`src/rtl/gclc_pkg.sv`:
```
// ----------------------------------------------------------------------------
// gclc_pkg: shared types and constants for the G-code line classifier
// Item structs for the text and result channels, character codes and the
// phase encodings of the two line scanners.
// ----------------------------------------------------------------------------
package gclc_pkg;

  // Payload of one text item
  typedef struct packed {
    logic [7:0] char_code;
    logic       line_end;
  } text_item_t;

  // Payload of one result item
  typedef struct packed {
    logic extended_command;
    logic axis_word_without_value;
    logic line_filtered;
  } result_item_t;

  // Character codes
  localparam logic [7:0] CH_TAB   = 8'h09;
  localparam logic [7:0] CH_LF    = 8'h0A;
  localparam logic [7:0] CH_CR    = 8'h0D;
  localparam logic [7:0] CH_SPACE = 8'h20;
  localparam logic [7:0] CH_LPAR  = 8'h28;
  localparam logic [7:0] CH_PLUS  = 8'h2B;
  localparam logic [7:0] CH_MINUS = 8'h2D;
  localparam logic [7:0] CH_DOT   = 8'h2E;
  localparam logic [7:0] CH_0     = 8'h30;
  localparam logic [7:0] CH_9     = 8'h39;
  localparam logic [7:0] CH_SEMI  = 8'h3B;
  localparam logic [7:0] CH_EQ    = 8'h3D;
  localparam logic [7:0] CH_A     = 8'h41;
  localparam logic [7:0] CH_E     = 8'h45;
  localparam logic [7:0] CH_F     = 8'h46;
  localparam logic [7:0] CH_G     = 8'h47;
  localparam logic [7:0] CH_M     = 8'h4D;
  localparam logic [7:0] CH_P     = 8'h50;
  localparam logic [7:0] CH_R     = 8'h52;
  localparam logic [7:0] CH_S     = 8'h53;
  localparam logic [7:0] CH_T     = 8'h54;
  localparam logic [7:0] CH_X     = 8'h58;
  localparam logic [7:0] CH_Y     = 8'h59;
  localparam logic [7:0] CH_Z     = 8'h5A;
  localparam logic [7:0] CH_UNDER = 8'h5F;
  localparam logic [7:0] CH_LOW_E = 8'h65;

  // Command word run length saturates here
  localparam logic [1:0] RUN_SAT = 2'd2;

  // Extended command scanner phase
  typedef enum logic [2:0] {
    CMD_LEAD = 3'b001,
    CMD_RUN  = 3'b010,
    CMD_DONE = 3'b100
  } cmd_phase_t;

  // Parameter word scanner phase
  typedef enum logic [5:0] {
    WRD_LEAD   = 6'b000001,
    WRD_DIGITS = 6'b000010,
    WRD_SCAN   = 6'b000100,
    WRD_LETTER = 6'b001000,
    WRD_NUMBER = 6'b010000,
    WRD_DONE   = 6'b100000
  } wrd_phase_t;

endpackage

```
`src/rtl/gclc_if.sv`:
```
// ----------------------------------------------------------------------------
// gclc_if: valid/ready channels of the G-code line classifier
// One interface for the text byte channel, one for the result channel.
// ----------------------------------------------------------------------------
interface gclc_text_if import gclc_pkg::*; ();
  logic       valid;
  logic       ready;
  text_item_t data;

  modport source (output valid, output data, input ready);
  modport sink (input valid, input data, output ready);
endinterface

interface gclc_result_if import gclc_pkg::*; ();
  logic         valid;
  logic         ready;
  result_item_t data;

  modport source (output valid, output data, input ready);
  modport sink (input valid, input data, output ready);
endinterface

```
`src/rtl/gcode_line_command_classifier.sv`:
```
// ----------------------------------------------------------------------------
// gcode_line_command_classifier: per-line G-code command tests
// Scans G-code text byte by byte and reports, at each line end, whether the
// line is an extended command word and whether an M/G line has a parameter
// letter without a value.
// ----------------------------------------------------------------------------
// Usage: send one text item per byte with line_end low, then one item with
// line_end high to close the line; that item yields one result item and
// clears the scan state. The block takes one item every cycle unless ready
// drops. A text item passes an input register and then the scan logic into
// the result register, which loads as the line-end item leaves the input
// register. Ready drops only while a line-end item sits in the input register
// and the result register still holds a result that has not been taken.
module gcode_line_command_classifier import gclc_pkg::*; (
  input  logic          clk,
  input  logic          rst,
  gclc_text_if.sink     text,
  gclc_result_if.source result
);

  // Input register
  logic       s1_valid;
  text_item_t s1_item;
  logic       s1_go;

  // Scan state
  cmd_phase_t cmd_phase, cmd_phase_next;
  logic [1:0] run_len, run_len_next;
  logic       cmd_rej, cmd_rej_next;
  wrd_phase_t wrd_phase, wrd_phase_next;
  logic       wrd_miss, wrd_miss_next;

  // Result register
  logic         out_valid;
  result_item_t out_item;

  // Character classes of the byte in the input register
  logic [7:0] c;
  logic is_digit, is_upper, is_blank, is_param, is_value, is_cut, is_term;
  logic ext, miss;

  assign c        = s1_item.char_code;
  assign is_digit = (c >= CH_0) && (c <= CH_9);
  assign is_upper = (c >= CH_A) && (c <= CH_Z);
  assign is_blank = (c == CH_SPACE) || (c == CH_TAB);
  assign is_param = (c == CH_E) || (c == CH_X) || (c == CH_Y) || (c == CH_Z) ||
                    (c == CH_F) || (c == CH_S) || (c == CH_P) || (c == CH_R) ||
                    (c == CH_T);
  assign is_value = is_digit || (c == CH_DOT) || (c == CH_MINUS) || (c == CH_PLUS);
  assign is_cut   = (c == CH_SEMI) || (c == CH_LPAR);
  assign is_term  = is_blank || (c == CH_CR) || (c == CH_LF) || (c == CH_EQ);

  // Input register advances unless a result is blocked behind a full output
  assign s1_go      = s1_valid && !(s1_item.line_end && out_valid && !result.ready);
  assign text.ready = !s1_valid || s1_go;

  // Line verdict from the current state
  always_comb begin
    case (cmd_phase)
      CMD_LEAD: ext = 1'b0;
      CMD_RUN:  ext = (run_len == RUN_SAT);
      CMD_DONE: ext = !cmd_rej;
      default:  ext = 1'b0;
    endcase
    miss = wrd_miss || (wrd_phase == WRD_LETTER);
  end

  // Extended command scanner
  always_comb begin
    cmd_phase_next = cmd_phase;
    run_len_next   = run_len;
    cmd_rej_next   = cmd_rej;
    case (cmd_phase)
      CMD_LEAD: begin
        if (!is_blank) begin
          if (is_upper) begin
            cmd_phase_next = CMD_RUN;
            run_len_next   = 2'd1;
          end else begin
            cmd_rej_next   = 1'b1;
            cmd_phase_next = CMD_DONE;
          end
        end
      end
      CMD_RUN: begin
        if (is_upper || (c == CH_UNDER)) begin
          if (run_len != RUN_SAT) run_len_next = run_len + 2'd1;
        end else begin
          if ((run_len != RUN_SAT) || !is_term) cmd_rej_next = 1'b1;
          cmd_phase_next = CMD_DONE;
        end
      end
      CMD_DONE: ;
      default: cmd_phase_next = CMD_DONE;
    endcase
  end

  // Parameter word scanner
  always_comb begin
    wrd_phase_next = wrd_phase;
    wrd_miss_next  = wrd_miss;
    if (wrd_phase != WRD_DONE) begin
      if (is_cut) begin
        if (wrd_phase == WRD_LETTER) wrd_miss_next = 1'b1;
        wrd_phase_next = WRD_DONE;
      end else begin
        case (wrd_phase)
          WRD_LEAD: begin
            if (!is_blank)
              wrd_phase_next = ((c == CH_M) || (c == CH_G)) ? WRD_DIGITS : WRD_DONE;
          end
          WRD_DIGITS: begin
            if (!is_digit) wrd_phase_next = is_param ? WRD_LETTER : WRD_SCAN;
          end
          WRD_LETTER: begin
            if (is_value) begin
              wrd_phase_next = WRD_NUMBER;
            end else begin
              wrd_miss_next  = 1'b1;
              wrd_phase_next = is_param ? WRD_LETTER : WRD_SCAN;
            end
          end
          WRD_NUMBER: begin
            if (!(is_value || (c == CH_LOW_E) || (c == CH_E)))
              wrd_phase_next = is_param ? WRD_LETTER : WRD_SCAN;
          end
          default: wrd_phase_next = is_param ? WRD_LETTER : WRD_SCAN;
        endcase
      end
    end
  end

  // Input register
  always_ff @(posedge clk) begin
    if (rst) begin
      s1_valid <= 1'b0;
    end else if (text.ready) begin
      s1_valid <= text.valid;
    end
    if (text.ready && text.valid) s1_item <= text.data;
  end

  // Scan state: byte items advance it, a line-end item clears it
  always_ff @(posedge clk) begin
    if (rst) begin
      cmd_phase <= CMD_LEAD;
      run_len   <= 2'd0;
      cmd_rej   <= 1'b0;
      wrd_phase <= WRD_LEAD;
      wrd_miss  <= 1'b0;
    end else if (s1_go) begin
      if (s1_item.line_end) begin
        cmd_phase <= CMD_LEAD;
        run_len   <= 2'd0;
        cmd_rej   <= 1'b0;
        wrd_phase <= WRD_LEAD;
        wrd_miss  <= 1'b0;
      end else begin
        cmd_phase <= cmd_phase_next;
        run_len   <= run_len_next;
        cmd_rej   <= cmd_rej_next;
        wrd_phase <= wrd_phase_next;
        wrd_miss  <= wrd_miss_next;
      end
    end
  end

  // Result register
  always_ff @(posedge clk) begin
    if (rst) begin
      out_valid <= 1'b0;
    end else if (s1_go && s1_item.line_end) begin
      out_valid <= 1'b1;
    end else if (result.ready) begin
      out_valid <= 1'b0;
    end
    if (s1_go && s1_item.line_end) begin
      out_item.extended_command        <= ext;
      out_item.axis_word_without_value <= miss;
      out_item.line_filtered           <= ext | miss;
    end
  end

  assign result.valid = out_valid;
  assign result.data  = out_item;

`ifndef SYNTH
  // A closed line leaves both scanners at their start
  a_line_clears: assert property (@(posedge clk) disable iff (rst)
    s1_go && s1_item.line_end |=>
      (cmd_phase == CMD_LEAD) && (wrd_phase == WRD_LEAD) && !cmd_rej && !wrd_miss)
    else $error("scan state not cleared after line end");

  // A waiting result is never overwritten
  a_result_held: assert property (@(posedge clk) disable iff (rst)
    out_valid && !result.ready |=> out_valid && $stable(out_item))
    else $error("pending result lost or changed");

  // A line end behind a blocked result stalls the input side
  a_stall: assert property (@(posedge clk) disable iff (rst)
    s1_valid && s1_item.line_end && out_valid && !result.ready |-> !text.ready)
    else $error("input accepted while line end is blocked");
`endif

endmodule

```
`src/flat_wrapper.sv`:
```
// flat-port wrapper written by rule: the top's interface ports become plain ports
module gcode_line_command_classifier_flat import gclc_pkg::*;
  (clk, rst, text_valid, text_data, text_ready, result_valid, result_data, result_ready);
  gclc_text_if text_i ();
  gclc_result_if result_i ();
  input  logic clk;
  input  logic rst;
  input wire logic [$bits(text_i.valid)-1:0] text_valid;
  input wire logic [$bits(text_i.data)-1:0] text_data;
  output wire logic [$bits(text_i.ready)-1:0] text_ready;
  output wire logic [$bits(result_i.valid)-1:0] result_valid;
  output wire logic [$bits(result_i.data)-1:0] result_data;
  input wire logic [$bits(result_i.ready)-1:0] result_ready;
  assign text_i.valid = text_valid;
  assign text_i.data = text_data;
  assign text_ready = text_i.ready;
  assign result_valid = result_i.valid;
  assign result_data = result_i.data;
  assign result_i.ready = result_ready;
  gcode_line_command_classifier u_core (.clk(clk), .rst(rst), .text(text_i), .result(result_i));
endmodule
```
`config.mk`:
```
export PLATFORM = sky130hd
export DESIGN_NAME = gcode_line_command_classifier_flat
export DESIGN_NICKNAME = d
export VERILOG_FILES = /design/src/rtl/gclc_pkg.sv /design/src/rtl/gclc_if.sv /design/src/rtl/gcode_line_command_classifier.sv /design/src/flat_wrapper.sv
export SDC_FILE = /design/constraint.sdc
export NUM_CORES = 1
export LEC_CHECK = 0
export BUFFER_PORTS_ARGS = -buffer_cell sky130_fd_sc_hd__buf_4
export CAP_MARGIN = 25
export CORE_MARGIN = 10
export CORE_UTILIZATION = 52
export CTS_CLUSTER_DIAMETER = 100
export DETAILED_ROUTE_END_ITERATION = 8
export PLACE_DENSITY = 0.75
export SETUP_SLACK_MARGIN = 0.05
export SLEW_MARGIN = 10
export SYNTH_ARGS = -nofsm -noshare
export SYNTH_HDL_FRONTEND = slang
export SYNTH_SLANG_ARGS = --single-unit
```
`constraint.sdc`:
```
create_clock -name clk -period 3.6 [get_ports clk]
set_input_delay 0.54 -clock clk [delete_from_list [all_inputs] [get_ports clk]]
set_output_delay 0.54 -clock clk [all_outputs]
set_load 0.005 [all_outputs]
```
==> reports/qor.yml, run 1 <==
status: "complete, no violations"
die_y_um: 76.7
synth_edf_count: 12
yosysSeqAreaShare: 0.396
placedCellCount: 228
path_class: "flop to flop"
r2r_setup_slack_ps: 1360
maxClockFrequency_ghz: 0.446
hold_viol_final: 0
cts_tree: "yes"
slowest_stage: "edfxtp_1"
die_area_um2: 5880
yosys.cell_types.count: 58
grt_remaining_overflow: 0
grt_max_degree: 22
cts.clk_slew.worst_paths_ps: 150
fin_nets: 204
synthArstFlopShare: 0
coreArea_um2: 3050
reg2reg_from: "u_core.c[0]$_DFFE_PP_"
grt_usage: 0.119
post_cts_resized: 0
hpwl_mm: 2.71
antenna_cells: 0
worstHoldStart: "text_data[4]"
initial_core_util: 0.547
gp_congestion: 0.859
drtIter0Drc: 93
antenna_found_initial: 0
critPathBufInv: 0
synth_compound_area_frac: 0.223
yosys_most_used_dff: "dfxtp_1"
yosys_warnings: 0
finalSetupViolations: 0
drcViolationCount: 0
port_buffers: 17
num-fill-cells: 283
syn_to_final_growth_pct: 10.8
r2r_cells: 5
min_path_type: "input pin to flop"
drive_gt1_frac: 0.175
worstSetupEndpointType: "flop"
post_cts_buffers: 0
timing.rr.end: "u_core.wrd_phase[4]$_SDFFE_PP0P_"
routed_wl_mm: 3.62
num_rows: 20
synthMuxAreaShare: 0.0382
htree_levels: 1
p_total_mw: 0.575
synth_area_per_cell_um2: 9.48
syn_area_um2: 1670
wl_per_cell_um: 15.5
synth_top_family_by_area: "simple AND/OR/NAND/NOR gates"
ios: 18
numCtsBuffers: 3
firstDrtPassIters: 4
path_delay_family: "compound AO/OA/AOI/OAI gates"
worstMarginPinSlew_ps: 455
min_period_over_period: 0.623
cp_max_fo: 14
grt_pass1_wl_mm: 6.02
ant_nets: 0
synth_fa_ha_area_frac: 0.00750
clk_latency_ps: 330
fin_hold_ws_ps: 379
layout.cells.non_filler: 233
p_leak_nw: 0.655
startpoint_type: "flop"
via_per_inst: 6.01
ys_seq_elements: 27
slew_violations: 0
yosys.area_share.xor_xnor: 0.0157
slowest_delay_ps: 610
die_x_um: 76.7
clockBufferDepth: 2
slew-limit-headroom: 0.696
synth-simple-area-share: 0.283
clock-sinks: 27
synth_nets: 190
hold_buffers: 0
power-per-cell-area_nw_per_um2: 311
postPlaceCellArea_um2: 1810
fin_crit_ps: 2240
holdPathStages: 1
synth_cells: 176
rsz0062_at_grt: "false"
peakVddDrop_mv: 0.187
finalClockSkew_ps: 5.84
fin_area_um2: 1850
arrival_ps: 2480
cts_root_buf: "clkbuf_4"
max_cap_violations: 0
cp_cell_sequence: "or3_1, a211o_1, a41oi_2, o31ai_4, mux2_1"
hold_end: "u_core.c[3]$_DFFE_PP_"
critical_path_required_ps: 3840
vias: 1400
tns_ps: 0
grt_pass1_vias: 1316
==> report_power, final <==
part	switching (mW)	leakage [nW]	internal (mW)	total, mW
Sequential	0.0230	0.237	0.335	0.358
Combinational	0.0408	0.400	0.0425	0.0833
Clock	0.0922	0.0177	0.0417	0.134
==> cell usage in the layout (no fill, tap or decap), types with 4 or more instances in the layout <==
cell type   n
a211o_1     4
a21oi_1    10
a31oi_1     6
buf_4      17
clkbuf_4    4
dfxtp_1    15
edfxtp_1   12
inv_1       5
nand2_1     7
nand2b_1    9
nand3_1     5
nor2_1     10
nor2b_1     7
nor3_1      5
o21ai_1     5
o31ai_1     4
or3_1       7
==> routing by layer <==
metal | global-route usage | vias to the layer above | routed length [µm]
met5 | 0 | - | 0
met4 | 0.0409 | 0 | 50
met3 | 0.0268 | 6 | 207
met2 | 0.202 | 45 | 1780
met1 | 0.144 | 652 | 1580
li1 | - | 697 | -
==> layout make-up <==
class | instances | area [µm²] | area share
Clock buffer | 3 | 22.5 | 0.0122
Clock inverter | 1 | 5.00 | 0.00271
Inverter | 6 | 22.5 | 0.0122
Multi-Input combinational cell | 134 | 948 | 0.513
Sequential cell | 27 | 661 | 0.357
Tap cell | 44 | 55.1 | 0.0298
Timing Repair Buffer | 18 | 135 | 0.0731
==> synth_stat cells, types with 3 or more instances <==
library cell	instances	area, µm²
or3_1	7	43.8
nor2b_1	7	43.8
o21ai_1	5	25.0
buf_2	3	15.0
nor2_1	10	37.5
dfxtp_1	15	300
nand2b_1	9	56.3
mux2i_1	3	30.0
nand3_1	5	25.0
inv_1	5	18.8
nor3b_1	3	22.5
nand2_1	7	26.3
a31oi_1	6	37.5
clkbuf_1	6	22.5
edfxtp_1	12	360
o31ai_1	4	30.0
nor3_1	5	25.0
mux2_1	3	33.8
a211o_1	4	35.0
a21oi_1	10	50.1
==> state kept, by name, summed over array words and instances, names as in the netlist <==
register,count
u_core.cmd_rej,1
u_core.wrd_phase,6
u_core.result.valid,1
u_core.run_len,2
u_core.c,8
u_core.s1_valid,1
u_core.cmd_phase,3
u_core.result.data,3
u_core.wrd_miss,1
u_core.s1_item,1
==> stage by stage <==
stage / setup slack (ps) / utilization
2_1_floorplan: 1650 / -
3_3_place_gp: 1480 / 0.594
3_5_place_dp: 1390 / 0.594
4_1_cts: 1370 / 0.603
5_1_grt: 1280 / 0.606
6_report: 1360 / 0.606
==> worst register-to-register path: stages (launching register included) <==
cell	delay [ps]
edfxtp_1	610
or3_1	460
a211o_1	300
a41oi_2	280
o31ai_4	180
mux2_1	340
==> worst max-delay path by stage <==
| stage | to | depth (start not counted) | from | slack [ps] |
|---|---|---|---|---|
| global route | u_core.wrd_phase[5]$_SDFFE_PP0P_ | 5 | u_core.c[2]$_DFFE_PP_ | 1280 |
| floorplan | u_core.wrd_phase[4]$_SDFFE_PP0P_ | 6 | u_core.c[3]$_DFFE_PP_ | 1650 |
| CTS | u_core.wrd_phase[4]$_SDFFE_PP0P_ | 5 | u_core.c[0]$_DFFE_PP_ | 1370 |
| detailed placement | u_core.wrd_phase[4]$_SDFFE_PP0P_ | 5 | u_core.c[0]$_DFFE_PP_ | 1390 |
| finish | u_core.wrd_phase[4]$_SDFFE_PP0P_ | 5 | u_core.c[0]$_DFFE_PP_ | 1360 |
| global placement | u_core.wrd_phase[5]$_SDFFE_PP0P_ | 5 | u_core.c[0]$_DFFE_PP_ | 1480 |
==> kinds of logic after synthesis <==
group           count (synthesis)
simple gates                   75
fa+ha+maj                       1
buf+inv                        15
flops                          27
compound gates                 49
xor+xnor                        3
mux                             6
No activity file was read; power rests on OpenSTA's default activity.
==> inputs of run 2 (changes only) <==
--- a/config.mk
+++ b/config.mk
@@ -11,7 +11,7 @@
 export CORE_UTILIZATION = 52
 export CTS_CLUSTER_DIAMETER = 100
 export DETAILED_ROUTE_END_ITERATION = 8
-export PLACE_DENSITY = 0.75
+export PLACE_DENSITY = 0.78
 export SETUP_SLACK_MARGIN = 0.05
 export SLEW_MARGIN = 10
 export SYNTH_ARGS = -nofsm -noshare
==> constraint.sdc (replaced) <==
create_clock -name clk -period 2.05 [get_ports clk]
set_input_delay 0.3075 -clock clk [delete_from_list [all_inputs] [get_ports clk]]
set_output_delay 0.3075 -clock clk [all_outputs]
set_load 0.005 [all_outputs]
==> reports/qor.yml, run 2 (same netlist as run 1, synthesis figures left out) <==
min_path_type: "input pin to flop"  # unchanged
antenna_cells: 0  # unchanged
peakVddDrop_mv: 0.361  # was 0.187 mV
cp_max_fo: 5  # was 14
worstSetupEndpointType: "flop"  # unchanged
die_y_um: 76.7  # unchanged
cts.clk_slew.worst_paths_ps: 160  # was 150 ps
grt_remaining_overflow: 0  # unchanged
grt_pass1_vias: 1463  # was 1316
fin_area_um2: 2040  # was 1850 µm²
layout.cells.most_common: "buf_4"  # unchanged
fin_crit_ps: 2040  # was 2240 ps
hold_viol_final: 0  # unchanged
layout.cells.non_filler: 248  # was 233
cts_root_buf: "clkbuf_4"  # unchanged
drive_gt1_frac: 0.294  # was 0.175
port_buffers: 17  # unchanged
worstMarginPinSlew_ps: 420  # was 455 ps
wl_per_cell_um: 16.4  # was 15.5 µm
p_leak_nw: 0.744  # was 0.655 nW
clock-sinks: 27  # unchanged
finalSetupViolations: 0  # unchanged
power-per-cell-area_nw_per_um2: 517  # was 311 nW/µm²
firstDrtPassIters: 4  # unchanged
fin_nets: 219  # was 204
initial_core_util: 0.547  # unchanged
antenna_found_initial: 0  # unchanged
largest_reg_flops: 8  # unchanged
drtIter0Drc: 166  # was 93
status: "complete, no violations"  # unchanged
ios: 18  # unchanged
die_x_um: 76.7  # unchanged
utilization: 0.669  # was 0.606
startpoint_type: "flop"  # unchanged
critical_path_required_ps: 2270  # was 3840 ps
path_class: "flop to flop"  # unchanged
rsz0062_at_grt: "true"  # was false
ant_nets: 0  # unchanged
numCtsBuffers: 3  # unchanged
drcViolationCount: 0  # unchanged
num_rows: 20  # unchanged
grt_usage: 0.133  # was 0.119
hpwl_mm: 3.01  # was 2.71 mm
via_per_inst: 6.15  # was 6.01
slew-limit-headroom: 0.718  # was 0.696
reg_top3: "u_core.c: 8 flops, u_core.wrd_phase: 6 flops"  # unchanged
cts_tree: "yes"  # unchanged
postPlaceCellArea_um2: 1920  # was 1810 µm²
finalClockSkew_ps: 14.6  # was 5.84 ps
htree_levels: 1  # unchanged
slew_violations: 0  # unchanged
syn_to_final_growth_pct: 22.3  # was 10.8%
placedCellCount: 241  # was 228
p_total_mw: 1.06  # was 0.575 mW
arrival_ps: 2260  # was 2480 ps
clk_latency_ps: 330  # about the same
gp_congestion: 0.902  # was 0.859
die_area_um2: 5880  # unchanged
top_register: "u_core.c"  # unchanged
coreArea_um2: 3050  # unchanged
grt_pass1_wl_mm: 6.78  # was 6.02 mm
maxClockFrequency_ghz: 0.491  # was 0.446 GHz
routed_wl_mm: 4.06  # was 3.62 mm
hold_buffers: 0  # unchanged
vias: 1525  # was 1400
clockBufferDepth: 2  # unchanged
mostFrequentLayoutCells: "buf_4 (31), dfxtp_1 (15), edfxtp_1 (12)"  # was buf_4 (17), dfxtp_1 (15), edfxtp_1 (12)
grt_max_degree: 22  # unchanged
max_cap_violations: 0  # unchanged
min_period_over_period: 0.993  # was 0.623
==> run 2: per-stage QoR <==
step                      hold slack (ps)  setup TNS, ps  setup slack, ps
after global routing                  110           -174            -51.1
after global placement                438              0             87.2
after detailed placement              445              0             8.79
after CTS                             133              0             4.76
after floorplan                       406              0             98.0
final                                 136              0             14.9
==> run 2: layout make-up <==
class,count,area (µm²)
multi-input combinational,134,1010
timing repair buffer,33,264
fill,246,1010
clock buffer,3,22.5
clock inverter,1,7.51
tap,44,55.1
sequential,27,661
inverter,6,22.5
==> run 2: critical path, stage by stage (launching register included) <==
cell and delay (ps):
dfxtp_1 370, or4_4 560, nor3b_4 300, a41oi_2 200, o31ai_4 140, mux2_1 360
==> run 2: final timing paths <==
check | cells past startpoint | end | slack (ps) | start
worst min register to register | 2 | u_core.cmd_rej$_SDFFE_PP0P_ | 470 | u_core.cmd_rej$_SDFFE_PP0P_
worst max register to register | 5 | u_core.wrd_phase[5]$_SDFFE_PP0P_ | 10 | u_core.wrd_phase[1]$_SDFFE_PP0P_
worst max-delay path | 5 | u_core.wrd_phase[5]$_SDFFE_PP0P_ | 10 | u_core.wrd_phase[1]$_SDFFE_PP0P_
worst min-delay path | 1 | u_core.s1_item[0]$_DFFE_PP_ | 140 | text_data[0]
==> run 2: where the power goes <==
part | switching (mW) | total, mW | internal [mW]
sequential | 0.0234 | 0.611 | 0.587
clock | 0.163 | 0.238 | 0.0746
combinational | 0.105 | 0.208 | 0.103
total | 0.291 | 1.06 | 0.765
==> run 2: timing repair <==
action                                  CTS  global route
endpoints found under the hold margin     0             0
pin swaps                                 0             2
gates resized for setup                   3            10
buffers inserted                          1             2
cloned                                    0             0
endpoints found under the setup margin    5            10
==> run 2: metal layers <==
layer | vias up | routed length [µm] | GRT usage
met5 | - | 0 | 0
met4 | 0 | 113 | 0.0502
met3 | 14 | 273 | 0.0291
met2 | 72 | 1970 | 0.218
met1 | 711 | 1700 | 0.166
li1 | 728 | - | -
==> inputs of run 3 (changes only) <==
--- a/config.mk
+++ b/config.mk
@@ -8,10 +8,11 @@
 export BUFFER_PORTS_ARGS = -buffer_cell sky130_fd_sc_hd__buf_4
 export CAP_MARGIN = 25
 export CORE_MARGIN = 10
-export CORE_UTILIZATION = 52
+export CORE_UTILIZATION = 50
 export CTS_CLUSTER_DIAMETER = 100
 export DETAILED_ROUTE_END_ITERATION = 8
-export PLACE_DENSITY = 0.78
+export PLACE_DENSITY = 0.75
+export RECOVER_POWER = 50
 export SETUP_SLACK_MARGIN = 0.05
 export SLEW_MARGIN = 10
 export SYNTH_ARGS = -nofsm -noshare
==> reports/qor.yml, run 3 (same netlist as run 1, synthesis figures left out) <==
status: "complete, but fails checks"  # was complete, no violations
violations: "setup timing"
die_y_um: 77.8  # was 76.7 µm
fin_nets: 228  # was 219
reg_top3: "u_core.c: 8 flops, u_core.wrd_phase: 6 flops"  # unchanged
startpoint_type: "flop"  # unchanged
power-per-cell-area_nw_per_um2: 514  # was 517 nW/µm²
hold_buffers: 0  # unchanged
min_period_over_period: 1.02  # was 0.993
cp_cell_sequence: "or3_4, a211o_1, a41oi_2, o31ai_4, mux2_1"  # was or4_4, nor3b_4, a41oi_2, o31ai_4, mux2_1
cp-endpoint: "u_core.wrd_phase[5]$_SDFFE_PP0P_"  # unchanged
top_register: "u_core.c"  # unchanged
clock-sinks: 27  # unchanged
syn_to_final_growth_pct: 23.4  # was 22.3%
gp_congestion: 0.858  # was 0.902
finalSetupViolations: 2  # was 0
wl_per_cell_um: 15.8  # was 16.4 µm
rsz0062_at_grt: "true"  # unchanged
grt_usage: 0.127  # was 0.133
slew-limit-headroom: 0.747  # was 0.718
antenna_cells: 0  # unchanged
slowest_delay_ps: 530  # was 560 ps
utilization: 0.658  # was 0.669
cts_tree: "yes"  # unchanged
mostFrequentLayoutCells: "buf_4 (28), clkbuf_4 (15), dfxtp_1 (15)"  # was buf_4 (31), dfxtp_1 (15), edfxtp_1 (12)
hold_viol_final: 0  # unchanged
htree_levels: 1  # unchanged
r2r_setup_slack_ps: -40  # was 10 ps
layout.cells.most_common: "buf_4"  # unchanged
coreArea_um2: 3130  # was 3050 µm²
cts.clk_slew.worst_paths_ps: 150  # was 160 ps
layout.cells.non_filler: 257  # was 248
largest_reg_flops: 8  # unchanged
hpwl_mm: 2.96  # was 3.01 mm
p_leak_nw: 0.771  # was 0.744 nW
ant_nets: 0  # unchanged
drive_gt1_frac: 0.291  # was 0.294
tns_ps: -63.9  # was 0 ps
grt_max_degree: 22  # unchanged
clockBufferDepth: 2  # unchanged
reg2reg_from: "u_core.c[4]$_DFFE_PP_"  # was u_core.wrd_phase[1]$_SDFFE_PP0P_
slowest_stage: "edfxtp_1"  # was or4_4
grt_pass1_vias: 1433  # was 1463
timing.critical_path.from: "u_core.c[4]$_DFFE_PP_"  # was u_core.wrd_phase[1]$_SDFFE_PP0P_
drtIter0Drc: 129  # was 166
firstDrtPassIters: 4  # unchanged
numCtsBuffers: 3  # unchanged
initial_core_util: 0.534  # was 0.547
via_per_inst: 6.05  # was 6.15
holdPathStages: 1  # unchanged
arrival_ps: 2330  # was 2260 ps
vias: 1556  # was 1525
maxClockFrequency_ghz: 0.479  # was 0.491 GHz
timing.rr.end: "u_core.wrd_phase[5]$_SDFFE_PP0P_"  # unchanged
slew_violations: 0  # unchanged
cts_root_buf: "clkbuf_4"  # unchanged
max_cap_violations: 0  # unchanged
drcViolationCount: 0  # unchanged
grt_remaining_overflow: 0  # unchanged
min_path_type: "input pin to flop"  # unchanged
path_delay_family: "compound AO/OA/AOI/OAI gates"  # was simple AND/OR/NAND/NOR gates
routed_wl_mm: 4.06  # about the same
die_area_um2: 6050  # was 5880 µm²
finalClockSkew_ps: 11.1  # was 14.6 ps
path_class: "flop to flop"  # unchanged
r2r_cells: 5  # unchanged
peakVddDrop_mv: 0.413  # was 0.361 mV
worstMarginPinSlew_ps: 376  # was 420 ps
worstSetupEndpointType: "flop"  # unchanged
ios: 18  # unchanged
critPathBufInv: 0  # unchanged
die_x_um: 77.8  # was 76.7 µm
cp_max_fo: 7  # was 5
fin_crit_ps: 2090  # was 2040 ps
clk_latency_ps: 340  # was 330 ps
num_rows: 20  # unchanged
critical_path_required_ps: 2290  # was 2270 ps
port_buffers: 17  # unchanged
fin_ws_ps: -39.8  # was 14.9 ps
placedCellCount: 243  # was 241
crit_cells: 5  # unchanged
post-place-ws_ps: -2.75  # was 8.79 ps
p_total_mw: 1.06  # about the same
antenna_found_initial: 0  # unchanged
grt_pass1_wl_mm: 6.57  # was 6.78 mm
## run 3: cell types whose count changed in the layout (fill, tap and decap cells not counted), sizes merged
| cell | delta |
|---|---|
| buf | -4 |
| clkinvlp | -1 |
| clkinv | +1 |
| clkbuf | +13 |
## run 3: worst min path at each step
stage                                       startpoint                      endpoint  slack, ps
final                                     text_data[6]         u_core.c[5]$_DFFE_PP_        150
after global routing                      text_data[0]   u_core.s1_item[0]$_DFFE_PP_        140
after CTS                                 text_data[6]         u_core.c[5]$_DFFE_PP_        130
after detailed placement   u_core.cmd_rej$_SDFFE_PP0P_   u_core.cmd_rej$_SDFFE_PP0P_        440
after global placement    u_core.wrd_miss$_SDFFE_PP0P_  u_core.wrd_miss$_SDFFE_PP0P_        440
after floorplan                           text_data[1]         u_core.c[0]$_DFFE_PP_        410
## run 3: routing by layer
layer  share of wire  global-route usage  up-vias
met3           0.072              0.0311        9
met4           0.017              0.0383        0
met1            0.44               0.155      745
li1                -                   -      746
met5               0                   0        -
met2            0.47               0.214       56
## run 3: where the power goes
group          internal (mW)  switching [mW]
Clock                 0.0735           0.164
Combinational          0.106           0.102
Sequential             0.587          0.0258
## run 3: repair_timing
item                       CTS  global route
setup endpoints to repair    6             9
buffers inserted             8             2
pin swaps                    1             5
resized for setup            0             8
cloned                       0             0
## run 3: metrics by stage
step	hold slack, ps	area (µm²)
2_1_floorplan	406	1670
3_3_place_gp	438	1930
3_5_place_dp	440	1930
4_1_cts	128	2010
5_1_grt	140	2060
6_report	154	2060
## run 3: layout make-up
type	count	area, µm²
fill	244	1070
multi-input combinational	134	978
sequential	27	661
timing repair buffer	42	315
tap	44	55.1
clock buffer	3	22.5
inverter	6	22.5
clock inverter	1	5.00
